`src/sv/arpt_pkg.sv`:
```
// shared types and constants of the address range policy table
`timescale 1ns / 1ps

package arpt_pkg;

    localparam int MAX_RANGES = 16;
    localparam int ADDR_W     = 48;
    localparam int IDX_W      = (MAX_RANGES > 1) ? $clog2(MAX_RANGES) : 1;
    localparam int CNT_W      = $clog2(MAX_RANGES + 1);

    // policies, larger is stricter
    localparam logic [1:0] POL_NONE     = 2'd0;
    localparam logic [1:0] POL_TIMING   = 2'd1;
    localparam logic [1:0] POL_LEGACY   = 2'd2;
    localparam logic [1:0] POL_CAPACITY = 2'd3;

    typedef enum logic [1:0] {
        CMD_ADD    = 2'd0,
        CMD_REMOVE = 2'd1,
        CMD_CLEAR  = 2'd2,
        CMD_LOOKUP = 2'd3
    } t_cmd;

    typedef enum logic [1:0] {
        STATUS_OK      = 2'd0,
        STATUS_INVALID = 2'd1,
        STATUS_FULL    = 2'd2,
        STATUS_MISS    = 2'd3
    } t_status;

    typedef enum logic [1:0] {
        S_IDLE,
        S_SCAN,
        S_SHIFT,
        S_DONE
    } t_state;

    typedef struct packed {
        logic [ADDR_W-1:0] lo;
        logic [ADDR_W-1:0] hi;
        logic [1:0]        policy;
    } t_entry;

    typedef struct packed {
        logic             en;
        logic [IDX_W-1:0] addr;
        t_entry           data;
    } t_wr_req;

endpackage

```
`src/sv/arpt_store.sv`:
```
// range table storage: one write port, one registered read port
`timescale 1ns / 1ps

module arpt_store (
    input  logic                        i_clk,
    input  arpt_pkg::t_wr_req           i_wr,
    input  logic [arpt_pkg::IDX_W-1:0]  i_rd_addr,
    output arpt_pkg::t_entry            o_rd_data
);

    arpt_pkg::t_entry r_mem [arpt_pkg::MAX_RANGES];
    arpt_pkg::t_entry r_rd_data;

    // write port
    always_ff @(posedge i_clk) begin
        if (i_wr.en) begin
            r_mem[i_wr.addr] <= i_wr.data;
        end
    end

    // registered read port
    always_ff @(posedge i_clk) begin
        r_rd_data <= r_mem[i_rd_addr];
    end

    assign o_rd_data = r_rd_data;

endmodule

```
`src/sv/address_range_policy_table_core.sv`:
```
// top level of the address range policy table with its command sequencer
// Usage:
//   Input channel i_valid/o_ready carries one command per transfer: add,
//   remove, clear or lookup, with range bounds, policy and lookup address.
//   Output channel o_valid/i_ready returns one result per command: status,
//   strictest covering policy and the table summary flags after the command.
// Sequencing:
//   add and clear go straight from the transfer to the result stage.
//   lookup walks the stored ranges upward; remove walks them downward from
//   the newest and, when the newest match is entry h, moves every entry
//   above the match down by one. Both walk the table through the single
//   read port of the storage, one entry per cycle.
//   One command is processed at a time; o_ready is high only when idle.
// Reset:
//   the table is empty after reset; no clearing pass is needed since only
//   entries below the fill count are ever read.
// Stall:
//   a result waits in the output register; the next command is accepted and
//   processed meanwhile, and its result is held until the register frees up.
`timescale 1ns / 1ps

module address_range_policy_table_core (
    input  logic                         i_clk,
    input  logic                         i_rst_n,
    input  logic                         i_valid,
    output logic                         o_ready,
    input  logic [1:0]                   i_command,
    input  logic [arpt_pkg::ADDR_W-1:0]  i_range_begin,
    input  logic [arpt_pkg::ADDR_W-1:0]  i_range_end,
    input  logic [1:0]                   i_range_policy,
    input  logic [arpt_pkg::ADDR_W-1:0]  i_lookup_address,
    output logic                         o_valid,
    input  logic                         i_ready,
    output logic [1:0]                   o_status,
    output logic [1:0]                   o_found_policy,
    output logic                         o_any_range,
    output logic                         o_any_strict,
    output logic                         o_any_capacity
);

    localparam int IDX_W = arpt_pkg::IDX_W;
    localparam int CNT_W = arpt_pkg::CNT_W;
    localparam int ADDR_W = arpt_pkg::ADDR_W;

    // control state
    arpt_pkg::t_state   r_state, n_state;
    logic [CNT_W-1:0]   r_count, n_count;
    logic [CNT_W-1:0]   r_cnt_strict, n_cnt_strict;
    logic [CNT_W-1:0]   r_cnt_cap, n_cnt_cap;
    logic [CNT_W-1:0]   r_idx, n_idx;
    logic               r_rd_vld, n_rd_vld;
    logic               r_o_valid, n_o_valid;

    // payload state
    arpt_pkg::t_cmd     r_cmd, n_cmd;
    logic [ADDR_W-1:0]  r_lo, n_lo;
    logic [ADDR_W-1:0]  r_hi, n_hi;
    logic [ADDR_W-1:0]  r_addr, n_addr;
    logic [IDX_W-1:0]   r_rd_tag, n_rd_tag;
    logic [1:0]         r_found, n_found;
    arpt_pkg::t_status  r_status, n_status;
    logic [1:0]         r_rm_pol, n_rm_pol;
    logic [1:0]         r_o_status, n_o_status;
    logic [1:0]         r_o_found, n_o_found;
    logic               r_o_any_range, n_o_any_range;
    logic               r_o_any_strict, n_o_any_strict;
    logic               r_o_any_cap, n_o_any_cap;

    // storage interface
    arpt_pkg::t_wr_req  wr_req;
    logic [IDX_W-1:0]   rd_addr;
    arpt_pkg::t_entry   rd_data;
    logic [CNT_W-1:0]   idx_dec;

    arpt_store u_store (
        .i_clk     (i_clk),
        .i_wr      (wr_req),
        .i_rd_addr (rd_addr),
        .o_rd_data (rd_data)
    );

    assign idx_dec = r_idx - CNT_W'(1);

    // sequencer: next state, table updates and result capture
    always_comb begin
        n_state        = r_state;
        n_count        = r_count;
        n_cnt_strict   = r_cnt_strict;
        n_cnt_cap      = r_cnt_cap;
        n_idx          = r_idx;
        n_rd_vld       = 1'b0;
        n_o_valid      = r_o_valid;
        n_cmd          = r_cmd;
        n_lo           = r_lo;
        n_hi           = r_hi;
        n_addr         = r_addr;
        n_rd_tag       = r_idx[IDX_W-1:0];
        n_found        = r_found;
        n_status       = r_status;
        n_rm_pol       = r_rm_pol;
        n_o_status     = r_o_status;
        n_o_found      = r_o_found;
        n_o_any_range  = r_o_any_range;
        n_o_any_strict = r_o_any_strict;
        n_o_any_cap    = r_o_any_cap;
        wr_req         = '0;
        rd_addr        = r_idx[IDX_W-1:0];

        // output register drains on transfer
        if (r_o_valid && i_ready) begin
            n_o_valid = 1'b0;
        end

        case (r_state)
            arpt_pkg::S_IDLE: begin
                if (i_valid) begin
                    n_cmd    = arpt_pkg::t_cmd'(i_command);
                    n_lo     = i_range_begin;
                    n_hi     = i_range_end;
                    n_addr   = i_lookup_address;
                    n_found  = arpt_pkg::POL_NONE;
                    n_status = arpt_pkg::STATUS_OK;
                    case (arpt_pkg::t_cmd'(i_command))
                        arpt_pkg::CMD_ADD: begin
                            n_state = arpt_pkg::S_DONE;
                            if (i_range_begin >= i_range_end ||
                                i_range_policy == arpt_pkg::POL_NONE) begin
                                n_status = arpt_pkg::STATUS_INVALID;
                            end else if (r_count >= CNT_W'(arpt_pkg::MAX_RANGES)) begin
                                n_status = arpt_pkg::STATUS_FULL;
                            end else begin
                                wr_req.en          = 1'b1;
                                wr_req.addr        = r_count[IDX_W-1:0];
                                wr_req.data.lo     = i_range_begin;
                                wr_req.data.hi     = i_range_end;
                                wr_req.data.policy = i_range_policy;
                                n_count            = r_count + CNT_W'(1);
                                if (i_range_policy inside {arpt_pkg::POL_LEGACY,
                                                           arpt_pkg::POL_CAPACITY}) begin
                                    n_cnt_strict = r_cnt_strict + CNT_W'(1);
                                end
                                if (i_range_policy == arpt_pkg::POL_CAPACITY) begin
                                    n_cnt_cap = r_cnt_cap + CNT_W'(1);
                                end
                            end
                        end
                        arpt_pkg::CMD_REMOVE: begin
                            n_idx   = r_count;
                            n_state = arpt_pkg::S_SCAN;
                        end
                        arpt_pkg::CMD_CLEAR: begin
                            n_count      = '0;
                            n_cnt_strict = '0;
                            n_cnt_cap    = '0;
                            n_state      = arpt_pkg::S_DONE;
                        end
                        arpt_pkg::CMD_LOOKUP: begin
                            n_idx   = '0;
                            n_state = arpt_pkg::S_SCAN;
                        end
                        default: begin
                            n_state = arpt_pkg::S_DONE;
                        end
                    endcase
                end
            end

            arpt_pkg::S_SCAN: begin
                if (r_cmd == arpt_pkg::CMD_LOOKUP) begin
                    // upward walk, keep strictest covering policy
                    if (r_rd_vld && r_addr >= rd_data.lo && r_addr < rd_data.hi &&
                        rd_data.policy > r_found) begin
                        n_found = rd_data.policy;
                    end
                    if (r_idx == r_count) begin
                        n_state = arpt_pkg::S_DONE;
                    end else begin
                        rd_addr  = r_idx[IDX_W-1:0];
                        n_rd_vld = 1'b1;
                        n_rd_tag = r_idx[IDX_W-1:0];
                        n_idx    = r_idx + CNT_W'(1);
                    end
                end else begin
                    // downward walk, newest exact match wins
                    if (r_rd_vld && rd_data.lo == r_lo && rd_data.hi == r_hi) begin
                        n_rm_pol = rd_data.policy;
                        n_idx    = CNT_W'(r_rd_tag) + CNT_W'(1);
                        n_state  = arpt_pkg::S_SHIFT;
                    end else if (r_idx == '0) begin
                        n_status = arpt_pkg::STATUS_MISS;
                        n_state  = arpt_pkg::S_DONE;
                    end else begin
                        rd_addr  = idx_dec[IDX_W-1:0];
                        n_rd_vld = 1'b1;
                        n_rd_tag = idx_dec[IDX_W-1:0];
                        n_idx    = idx_dec;
                    end
                end
            end

            arpt_pkg::S_SHIFT: begin
                // move each later entry down by one
                if (r_rd_vld) begin
                    wr_req.en   = 1'b1;
                    wr_req.addr = r_rd_tag - IDX_W'(1);
                    wr_req.data = rd_data;
                end
                if (r_idx == r_count) begin
                    n_count = r_count - CNT_W'(1);
                    if (r_rm_pol inside {arpt_pkg::POL_LEGACY, arpt_pkg::POL_CAPACITY}) begin
                        n_cnt_strict = r_cnt_strict - CNT_W'(1);
                    end
                    if (r_rm_pol == arpt_pkg::POL_CAPACITY) begin
                        n_cnt_cap = r_cnt_cap - CNT_W'(1);
                    end
                    n_state = arpt_pkg::S_DONE;
                end else begin
                    rd_addr  = r_idx[IDX_W-1:0];
                    n_rd_vld = 1'b1;
                    n_rd_tag = r_idx[IDX_W-1:0];
                    n_idx    = r_idx + CNT_W'(1);
                end
            end

            arpt_pkg::S_DONE: begin
                // hand result to the output register once it is free
                if (!r_o_valid || i_ready) begin
                    n_o_valid      = 1'b1;
                    n_o_status     = r_status;
                    n_o_found      = r_found;
                    n_o_any_range  = (r_count != '0);
                    n_o_any_strict = (r_cnt_strict != '0);
                    n_o_any_cap    = (r_cnt_cap != '0);
                    n_state        = arpt_pkg::S_IDLE;
                end
            end

            default: begin
                n_state = arpt_pkg::S_IDLE;
            end
        endcase
    end

    // control registers
    always_ff @(posedge i_clk) begin
        if (!i_rst_n) begin
            r_state      <= arpt_pkg::S_IDLE;
            r_count      <= '0;
            r_cnt_strict <= '0;
            r_cnt_cap    <= '0;
            r_idx        <= '0;
            r_rd_vld     <= 1'b0;
            r_o_valid    <= 1'b0;
        end else begin
            r_state      <= n_state;
            r_count      <= n_count;
            r_cnt_strict <= n_cnt_strict;
            r_cnt_cap    <= n_cnt_cap;
            r_idx        <= n_idx;
            r_rd_vld     <= n_rd_vld;
            r_o_valid    <= n_o_valid;
        end
    end

    // payload registers
    always_ff @(posedge i_clk) begin
        r_cmd          <= n_cmd;
        r_lo           <= n_lo;
        r_hi           <= n_hi;
        r_addr         <= n_addr;
        r_rd_tag       <= n_rd_tag;
        r_found        <= n_found;
        r_status       <= n_status;
        r_rm_pol       <= n_rm_pol;
        r_o_status     <= n_o_status;
        r_o_found      <= n_o_found;
        r_o_any_range  <= n_o_any_range;
        r_o_any_strict <= n_o_any_strict;
        r_o_any_cap    <= n_o_any_cap;
    end

    // ports
    assign o_ready        = (r_state == arpt_pkg::S_IDLE);
    assign o_valid        = r_o_valid;
    assign o_status       = r_o_status;
    assign o_found_policy = r_o_found;
    assign o_any_range    = r_o_any_range;
    assign o_any_strict   = r_o_any_strict;
    assign o_any_capacity = r_o_any_cap;

    // checks
    a_count_bound: assert property (@(posedge i_clk) disable iff (!i_rst_n)
        r_count <= CNT_W'(arpt_pkg::MAX_RANGES))
        else $error("range count beyond table depth");

    a_policy_counts: assert property (@(posedge i_clk) disable iff (!i_rst_n)
        r_cnt_cap <= r_cnt_strict && r_cnt_strict <= r_count)
        else $error("policy counters inconsistent with range count");

    a_clear_empties: assert property (@(posedge i_clk) disable iff (!i_rst_n)
        (i_valid && o_ready && i_command == arpt_pkg::CMD_CLEAR) |=> (r_count == '0))
        else $error("clear left ranges in table");

    a_shift_on_remove: assert property (@(posedge i_clk) disable iff (!i_rst_n)
        (r_state == arpt_pkg::S_SHIFT) |-> (r_cmd == arpt_pkg::CMD_REMOVE && r_count != '0))
        else $error("compaction outside a remove");

    a_capacity_is_strict: assert property (@(posedge i_clk) disable iff (!i_rst_n)
        (o_valid && o_any_capacity) |-> (o_any_strict && o_any_range))
        else $error("summary flags inconsistent");

endmodule
```
`config.mk`:
```
export PLATFORM = sky130hd
export DESIGN_NAME = address_range_policy_table_core
export DESIGN_NICKNAME = d
export VERILOG_FILES = /design/src/sv/arpt_pkg.sv /design/src/sv/arpt_store.sv /design/src/sv/address_range_policy_table_core.sv
export SDC_FILE = /design/constraint.sdc
export NUM_CORES = 2
export LEC_CHECK = 0
export BUFFER_PORTS_ARGS = -buffer_cell sky130_fd_sc_hd__buf_2
export CORE_MARGIN = 1
export CORE_UTILIZATION = 49
export DETAILED_ROUTE_END_ITERATION = 10
export GPL_ROUTABILITY_DRIVEN = 1
export PLACE_DENSITY = 0.61
export SYNTH_ARGS = -nofsm -noshare
export SYNTH_HDL_FRONTEND = slang
export SYNTH_HIERARCHICAL = 1
export SYNTH_SLANG_ARGS = --single-unit
```
`constraint.sdc`:
```
create_clock -name i_clk -period 17.95 [get_ports i_clk]
set_input_delay 0.8975 -clock i_clk [delete_from_list [all_inputs] [get_ports i_clk]]
set_output_delay 0.8975 -clock i_clk [all_outputs]
set_load 0.05 [all_outputs]
```
==> metrics.txt <==
Final Skew=0.0414 ns; clock transition at the registers of the reported paths=0.07 ns; antenna-violating nets left=0; worst skew pair latency=between 0.8 and 0.9 ns; Die ar.=around 150000 µm²; Die W=between 300 and 400 µm; post-synthesis cell count=around 3800; I/O pin cnt=about 160; all-layer global routing usage=a little over a quarter; ys async rst share=0%; initial antenna violation count=21; critical path arrival=around 9.5 ns; Cell Area, Synth=around 74000 µm²; vias per cell=about 6.3; FMAX=roughly 110 MHz; DP HPWL=119 mm; share of cells above drive strength 1=around 23%; unrepaired setup endpoints after global routing=no; DR WL/cell=around 33 µm; Slew Limit Headroom=less than 1%; # port buffers=160; CP Launch Type=register; CTS Buf Count=roughly 190; hold crit path type=input port to register; post-synth net total=roughly 4000; Netlist cell types=approximately 80; fin cells=~6200; Final Critical Period=8.76 ns; TritonCTS Sinks=1853; MaxCap Viol Count=1; Resized cells post-CTS=0; Longest Clk Path Bufs=3; top_reg_cell synth=edfxtp_1; final worst path period share=48.8%; gpl congestion=0.991; crit-path max FO=48; Slew Limit Fails=0; fin util=56.0%; final setup vio count=0; DRC violations left=0; Synth Register Bits=1853; Root Buffer=clkbuf_16; Worst EP required=approximately 19 ns; commonest non-fill, non-tap cell in the layout=edfxtp_1; Pwr Density=about 160 nW/µm²; Pleak=~28 nW; maximum VDD drop=190 µV; CP Capture Type=register; failing checks=capacitance limit; DR iter-0 viols=about 4400; placed cells=5821; hold violation count in the final report=0; most frequent cells in the layout=edfxtp_1, mux4_2, a22oi_1, clkbuf_16, nand2_1; CP cell instances=xnor2_1 -> nand4_1 -> nor4_1 -> nand4_1 -> nor2_4 -> nor2_1 -> nand2_1 -> xnor2_2 -> buf_4 -> buf_4 -> buf_4 -> buf_4 -> mux4_2 -> a22oi_1 -> nand2_1; grt ovf=0; setup TNS=0 ns; Yosys Warn Count=6; router iterations before antenna repair=7; status=finished, violations left; DRT Wirelength=a little over 200 mm; initial core utilization=around half; most frequent cell on the critical path=buf_4; Slowest cell on crit path=nor4_1; post-synthesis sequential area ratio=approximately 74%; Die Y=389 µm; area delta synth->final=12.9%; Least-Margin Pin Slew=between 1 and 1.5 ns; largest net degree at the start of global routing=~140; syn avg cell area=approximately 20 µm²; crit path kind=register to register; Max H-tree Level=4; CP max stage delay=~1 ns; core area=148000 µm²; vias in the first global route=about 38000; CTS tree=yes; number of enable flip-flop cells after synthesis=roughly 1700; Post-CTS Hold Buffers=0; WHS=between 0.2 and 0.3 ns; fin nets=between 4000 and 5000; first-pass GRT wire length=285 mm; total number of vias=38700; postcts setup bufs=0; Cell Rows=approximately 140
## per-stage QoR
stage / power (mW) / cell area [µm²] / worst slack (ns)
after floorplan: 7.95 / 73600 / 7.19
after global placement: 9.12 / 76700 / 9.83
after detailed placement: 9.12 / 76700 / 9.82
after CTS: 13.1 / 83000 / 9.80
after global routing: 13.5 / 83000 / 9.01
final: 13.0 / 83000 / 9.19
## cell type report
class                           instances  area (µm²)
Clock inverter                         79        1060
Tap cell                             2002        2500
Sequential cell                      1853       54400
Timing Repair Buffer                  232        1390
Fill cell                           11200       65300
Antenna cell                            8        20.0
Multi-Input combinational cell       1570       17800
Clock buffer                          265        5280
Inverter                              164         623
## power breakdown
| group | internal [mW] | switching (mW) |
|---|---|---|
| combinational | 1.57 | 2.16 |
| sequential | 5.01 | 0.332 |
| clock | 2.31 | 1.66 |
## worst max-delay path, delay by kind of cell (launching register included)
family	cells	cell delay, ns
muxes	1	0.61
AOI/OAI and AO/OA	1	0.26
xor gates and xnor gates	2	0.69
and+or+nand+nor	7	3.22
buffers and inverters	4	3.19
DFF	1	0.46
## logic make-up after synthesis
family,count (synthesis),share of synthesized area [%]
buf+inv,340,2.12
xor+xnor,98,1.18
mux,401,12.1
flops,1853,73.9
fa+ha+maj,163,2.77
compound gates,529,5.39
simple gates,379,2.49
## final timing paths
kind | from | to | slack [ns] | depth (start not counted)
worst max-delay path | r_lo[8] | u_store/o_rd_data[31] | 9.19 | 15
worst min-delay path | i_lookup_address[45] | r_addr[45] | 0.26 | 1
worst max register to register | r_lo[8] | u_store/o_rd_data[31] | 9.19 | 15
worst min register to register | r_status[1] | o_status[1] | 0.43 | 0
## sequential cells by signal, summed over array words and instances (netlist names), 4 cells and up
signal and cells:
r_rd_tag 4, r_cnt_cap 5, u_store/o_rd_data 98, r_cnt_strict 5, u_store/r_mem 1568, r_lo 48, r_addr 48, r_idx 5
r_hi 48, r_count 5
## synth_stat cells (25+ instances only)
master,instances,share of area [%]
ha_1,163,2.8
buf_2,25,0.17
a21oi_1,68,0.46
clkbuf_1,69,0.35
nor2_1,47,0.24
dfxtp_1,126,3.4
a22o_1,103,1.2
o21ai_0,36,0.24
nand2_1,166,0.85
buf_4,40,0.41
mux4_2,392,12
a21o_1,25,0.26
edfxtp_1,1727,70
inv_1,164,0.84
buf_1,28,0.14
a22oi_1,199,2.0
xnor2_1,92,1.1
nand4_1,45,0.38
## metal layers
layer / GRT usage [%] / vias to the layer above / routed length [µm]
met5: 0.766 / - / 310
met4: 7.33 / 28 / 5010
met3: 8.79 / 290 / 22600
met2: 39.9 / 1912 / 92000
met1: 38.2 / 20500 / 83700
li1: - / 15900 / -
(Power assumes the default switching activity.)
